**src/design/e2g_pkg.sv**
```systemverilog
// Shared types, widths and constants for the ECEF to geodetic pipeline.
// Used by every module of the block but the port checker e2g_chk; depends on nothing.
`default_nettype none

package e2g_pkg;

   // Number of CORDIC micro-rotations in each vectoring and rotation unit (16 to 48).
   localparam int CORDIC_STAGES = 32;

   localparam int AW       = 32;   // angle width, turns * 2^32
   localparam int VW       = 52;   // length datapath, cm * 2^16
   localparam int RW       = 34;   // sine/cosine datapath, Q30
   localparam int FRAC     = 30;   // fraction bits of the Q30 products
   localparam int LEN_BITS = 16;   // fraction bits of a length
   localparam int MUL_HW   = VW - FRAC + RW;
   localparam int MUL_LW   = FRAC + RW;

   // Integer square root of a 62-bit word, one result bit per stage.
   localparam int SQ_STEPS = 31;
   localparam int SQ_NW    = 62;
   localparam int SQ_RW    = 31;
   localparam int SQ_TOP   = 2 * (SQ_STEPS - 1);

   localparam int AM_W     = 47;   // (a * root) >> 14

   localparam logic [AW-1:0]        HALF_TURN = 32'h8000_0000;
   localparam logic signed [RW-1:0] Q30_ONE   = 34'sd1073741824;
   localparam logic signed [RW-1:0] TWO_Q30   = 34'sd2147483648;
   localparam logic signed [RW-1:0] INVK_Q30  = 34'sd652032874;
   localparam logic signed [RW-1:0] BA_Q30    = 34'sd1070141771;
   localparam logic signed [RW-1:0] E2_Q30    = 34'sd7188035;
   localparam logic signed [31:0]   EPB_Q8    = 32'sd1096737575;
   localparam logic signed [31:0]   EAC_Q8    = 32'sd1093060423;
   localparam logic [29:0]          A_CM      = 30'd637813700;
   localparam logic signed [AW-1:0] LAT_MAX   = 32'sd1073741824;
   localparam logic signed [AW-1:0] LAT_MIN   = -32'sd1073741824;
   localparam logic signed [30:0]   H_MAX     = 31'sd1073741823;
   localparam logic signed [30:0]   H_MIN     = -31'sd1073741824;

   localparam logic [AW-1:0] ATAN_TAB [0:29] = '{
      32'h20000000, 32'h12E4051E, 32'h09FB385B, 32'h051111D4, 32'h028B0D43,
      32'h0145D7E1, 32'h00A2F61E, 32'h00517C55, 32'h0028BE53, 32'h00145F2F,
      32'h000A2F98, 32'h000517CC, 32'h00028BE6, 32'h000145F3, 32'h0000A2F9,
      32'h0000517C, 32'h000028BE, 32'h0000145F, 32'h00000A2F, 32'h00000517,
      32'h0000028B, 32'h00000145, 32'h000000A2, 32'h00000051, 32'h00000028,
      32'h00000014, 32'h0000000A, 32'h00000005, 32'h00000002, 32'h00000001
   };

   // Arctangent of 2^-idx in turns * 2^32; the table runs out to zero past 29.
   function automatic logic [AW-1:0] atan_entry(input int idx);
      logic [AW-1:0] r;
      r = '0;
      if (idx < 30) begin
         r = ATAN_TAB[idx[4:0]];
      end
      return r;
   endfunction

   // Everything an item carries alongside the arithmetic units.
   typedef struct packed {
      logic                 deg;
      logic                 zpos;
      logic                 zneg;
      logic                 nz0;
      logic [AW-1:0]        lon;
      logic signed [AW-1:0] lat;
      logic signed [VW-1:0] p;
      logic signed [VW-1:0] zs;
      logic signed [VW-1:0] pc;
      logic signed [VW-1:0] zsv;
      logic signed [RW-1:0] c;
      logic signed [RW-1:0] s;
   } side_type;

endpackage

`default_nettype wire

```
**src/design/e2g_mul.sv**
```systemverilog
// Two-stage signed multiply by a Q30 factor, truncated toward zero.
// Depends on e2g_pkg; the wide operand is split into two partial products.
`default_nettype none

module e2g_mul
   import e2g_pkg::*;
(
   input  logic                 clock,
   input  logic                 reset,
   input  logic                 en,
   input  logic                 vld_i,
   input  logic signed [VW-1:0] a_i,
   input  logic signed [RW-1:0] c_i,
   input  side_type             side_i,
   output logic                 vld_o,
   output logic signed [VW-1:0] prod_o,
   output side_type             side_o
);

   logic [VW-1:0]        ua;
   logic [RW-1:0]        uc;
   logic [MUL_HW-1:0]    ph_ff;
   logic [MUL_LW-1:0]    pl_ff;
   logic                 neg_ff;
   logic [MUL_HW:0]      mag;
   logic signed [VW-1:0] prod_ff;
   logic                 vld1_ff;
   logic                 vld2_ff;
   side_type             side1_ff;
   side_type             side2_ff;

   assign ua = $unsigned(a_i[VW-1] ? -a_i : a_i);
   assign uc = $unsigned(c_i[RW-1] ? -c_i : c_i);

   // The high part is exact in whole units; only the low part loses its fraction.
   assign mag = {1'b0, ph_ff} + (MUL_HW+1)'(pl_ff >> FRAC);

   always_ff @(posedge clock) begin
      if (reset) begin
         vld1_ff <= 1'b0;
         vld2_ff <= 1'b0;
      end else if (en) begin
         vld1_ff <= vld_i;
         vld2_ff <= vld1_ff;
      end
   end

   always_ff @(posedge clock) begin
      if (en) begin
         ph_ff    <= ua[VW-1:FRAC] * uc;
         pl_ff    <= ua[FRAC-1:0] * uc;
         neg_ff   <= a_i[VW-1] ^ c_i[RW-1];
         side1_ff <= side_i;
         prod_ff  <= neg_ff ? -$signed(VW'(mag)) : $signed(VW'(mag));
         side2_ff <= side1_ff;
      end
   end

   assign vld_o  = vld2_ff;
   assign prod_o = prod_ff;
   assign side_o = side2_ff;

endmodule

`default_nettype wire

```
**config.mk**
```make
export PLATFORM = sky130hd
export DESIGN_NAME = e2g_mul
export DESIGN_NICKNAME = d
export VERILOG_FILES = /design/src/design/e2g_pkg.sv /design/src/design/e2g_mul.sv
export SDC_FILE = /design/constraint.sdc
export NUM_CORES = 2
export LEC_CHECK = 0
export BUFFER_PORTS_ARGS = -buffer_cell sky130_fd_sc_hd__buf_2
export CORE_UTILIZATION = 56
export CTS_CLUSTER_DIAMETER = 80
export DETAILED_ROUTE_END_ITERATION = 16
export HOLD_SLACK_MARGIN = 0.08
export PLACE_DENSITY = 0.76
export SLEW_MARGIN = 20
export SYNTH_ARGS = -nofsm -noshare
export SYNTH_HDL_FRONTEND = slang
export SYNTH_SLANG_ARGS = --single-unit
```
**constraint.sdc**
```tcl
create_clock -name clock -period 10.5 [get_ports clock]
set_input_delay 0.525 -clock clock [delete_from_list [all_inputs] [get_ports clock]]
set_output_delay 0.525 -clock clock [all_outputs]
set_load 0.01 [all_outputs]
```
==> impl_metrics.py <==
metrics = {
    "sta": {
        "worst_slew_pin_slew_ns": 1.13,
        "fin_crit_sh_pct": 98.0,
        "drv_slew": 0,
        "min_period_ns": 10.29,
        "rsz0062_at_grt": "no",
        "setup_viol": 0,
        "fmax_mhz": 97.2,
        "setup_tns_ns": 0,
        "final_hold_viol_count": 0,
        "slew_headroom_pct": 24.4,
        "skew_ns": 0.0515,
        "hold_slack_ns": 0.126,
    },
    "critical_path": {
        "startpoint_type": "primary input",
        "cp.arrival_ns": 10.73,
        "end_kind": "register",
        "worstSetupPathType": "primary input to register",
        "crit_path_frequent_cell": "fa_1",
        "cp_slowest_cell": "o41ai_1",
        "slowest_delay_ns": 0.76,
        "crit_required_ns": 10.95,
        "crit_fanout": 7,
    },
    "global_route": {
        "antenna_found_initial": 53,
        "grt_first_pass_wirelength_mm": 460,
        "grt_start_max_net_pins": 175,
        "grt_overflow": 0,
        "grt_pass1_vias": 66400,
        "grtUsageTotal_pct": 43.2,
    },
    "layout": {
        "fin_nets": 11500,
        "synthToLayoutAreaGrowth_pct": 19.6,
        "drive_gt1_share_pct": 16.7,
        "utilization_pct": 67.5,
    },
    "die": {
        "dieHeight_um": 388,
        "die_w_um": 388,
        "start_util_pct": 56.4,
        "io_pins": 831,
        "num_rows": 141,
        "core_um2": 148000,
        "dieArea_um2": 150000,
    },
    "placed_design": {
        "dp_hpwl_mm": 255,
        "gp_congestion": 1.04,
        "port_buffers": 830,
    },
    "synthesis": {
        "async_flop_share_pct": 0,
        "synth_seq_cells": 829,
        "synth_common_cells": "1541 x inv_1, 1524 x fa_1, 1180 x nand2_1",
        "netlist.area_leader.share_pct": 36.6,
        "yosysSeqAreaShare_pct": 29.8,
        "synth_flop_cell": "edfxtp_1",
        "syn-cell-area_um2": 83400,
        "synth.most_common_cell": "inv_1",
        "synth_edf_count": 827,
        "ys_warn_count": 0,
        "yosysTopAreaCell": "fa_1",
        "avgSynthCellArea_um2": 10.8,
        "netlist_instances": 7737,
        "syn_nets": 10100,
        "synth.area.top_cells": "fa_1 37%, edfxtp_1 30%, inv_1 6.9%, ha_1 6.5%, nand2_1 5.3%",
        "synth_cell_types": 85,
    },
    "routing": {
        "routed_via_density": 5.85,
        "dr_total_vias": 65400,
        "firstDrtPassIters": 7,
        "wl_per_cell_um": 28.8,
        "drtAntennaViolNets": 0,
        "wl_mm": 322,
        "drc": 0,
        "detail_route.iter0.violations": 7638,
    },
    "cts": {
        "postCtsSetupBuffers": 0,
        "htree_levels": 3,
        "cts_max_path_buffers": 3,
        "clk_pin_slew_ns": 0.06,
        "cts_tree": "yes",
        "cts-root-buf": "clkbuf_16",
        "numCtsBuffers": 86,
        "clkLatencyLatePin_ns": 0.70,
        "cts_sinks": 829,
    },
    "min_path": {
        "min-delay-path-class": "primary input to register",
    },
    "status": {
        "status": "finished, final reports clean",
    },
    "job": {
        "maxCapViolations": 0,
    },
}
## cell families after synthesis
kind of cell / Yosys count / share of synthesized area [%]
fa+ha+maj: 1956 / 43.1
simple gates: 2212 / 10.9
flops: 829 / 29.8
xor+xnor: 331 / 3.48
buf+inv: 1862 / 8.39
compound gates: 539 / 4.25
mux: 8 / 0.0990
## state kept, by name (all words and copies together), names as in the netlist
register	count
ph_ff	52
neg_ff	1
prod_o	52
side1_ff	344
side_o	344
vld1_ff	1
vld_o	1
pl_ff	34
## final timing paths
| path | from | endpoint | slack, ns | cells after the start |
|---|---|---|---|---|
| setup reg to reg | pl_ff[37] | prod_o[51] | 5.16 | 11 |
| hold / removal | side_i[262] | side1_ff[262] | 0.13 | 1 |
| hold reg to reg | side1_ff[57] | side_o[57] | 0.38 | 0 |
| setup / recovery | a_i[8] | pl_ff[62] | 0.21 | 36 |
## area by class of cell
class,instances,area (um^2)
Antenna cell,34,85.1
Sequential cell,829,24900
Fill cell,11200,48100
Inverter,1542,5790
Clock buffer,99,2220
Multi-Input combinational cell,5046,52100
Timing Repair Buffer,1646,11600
Clock inverter,54,572
Tap cell,1930,2410
## layout by cell type, fill, tap and decap left out, types with 32 or more instances in the layout
| master | n |
|---|---|
| buf_12 | 40 |
| inv_1 | 1541 |
| a21oi_1 | 136 |
| xnor2_2 | 47 |
| o21ai_0 | 125 |
| ha_1 | 432 |
| diode_2 | 34 |
| nand3_1 | 32 |
| a21o_1 | 70 |
| clkbuf_16 | 87 |
| nand2b_1 | 32 |
| nand2_1 | 1180 |
| xor2_1 | 111 |
| nor2_1 | 738 |
| edfxtp_1 | 827 |
| buf_4 | 434 |
| dlygate4sd3_1 | 342 |
| xnor2_1 | 149 |
| and2_1 | 43 |
| nor3_1 | 32 |
| fa_1 | 1524 |
| buf_2 | 829 |
## layer usage
layer,vias up,track usage (%),routed length (um)
met3,925,15.6,47600
met1,33300,57.2,116000
met2,4515,62.8,137000
met4,46,22.3,20800
met5,-,0,270
li1,26600,-,-
## worst max-delay path, delay by kind of cell
kind	cells	cell delay, ns
AND/OR/NAND/NOR	7	2.22
XOR/XNOR	2	0.36
adder cells (fa/ha/maj)	9	4.25
buffers and inverters	12	1.48
AO/OA/AOI/OAI	6	1.86
## stage by stage
stage	instances	worst slack, ns	area, um^2
floorplan	7737	0.534	83400
global placement	10700	-0.385	93400
detailed placement	10700	-0.515	93400
CTS	11100	0.217	99600
global route	11200	0.0577	99700
finish	11200	0.214	99700
## timing repair
action                                 CTS  global route
resized for setup                        0             1
setup endpoints to repair                0             7
hold buffers                           342             0
endpoints found under the hold margin  342             0
Power is not shown: default switching activity piles up to over one toggle a cycle in this logic, so the estimate is an artifact.
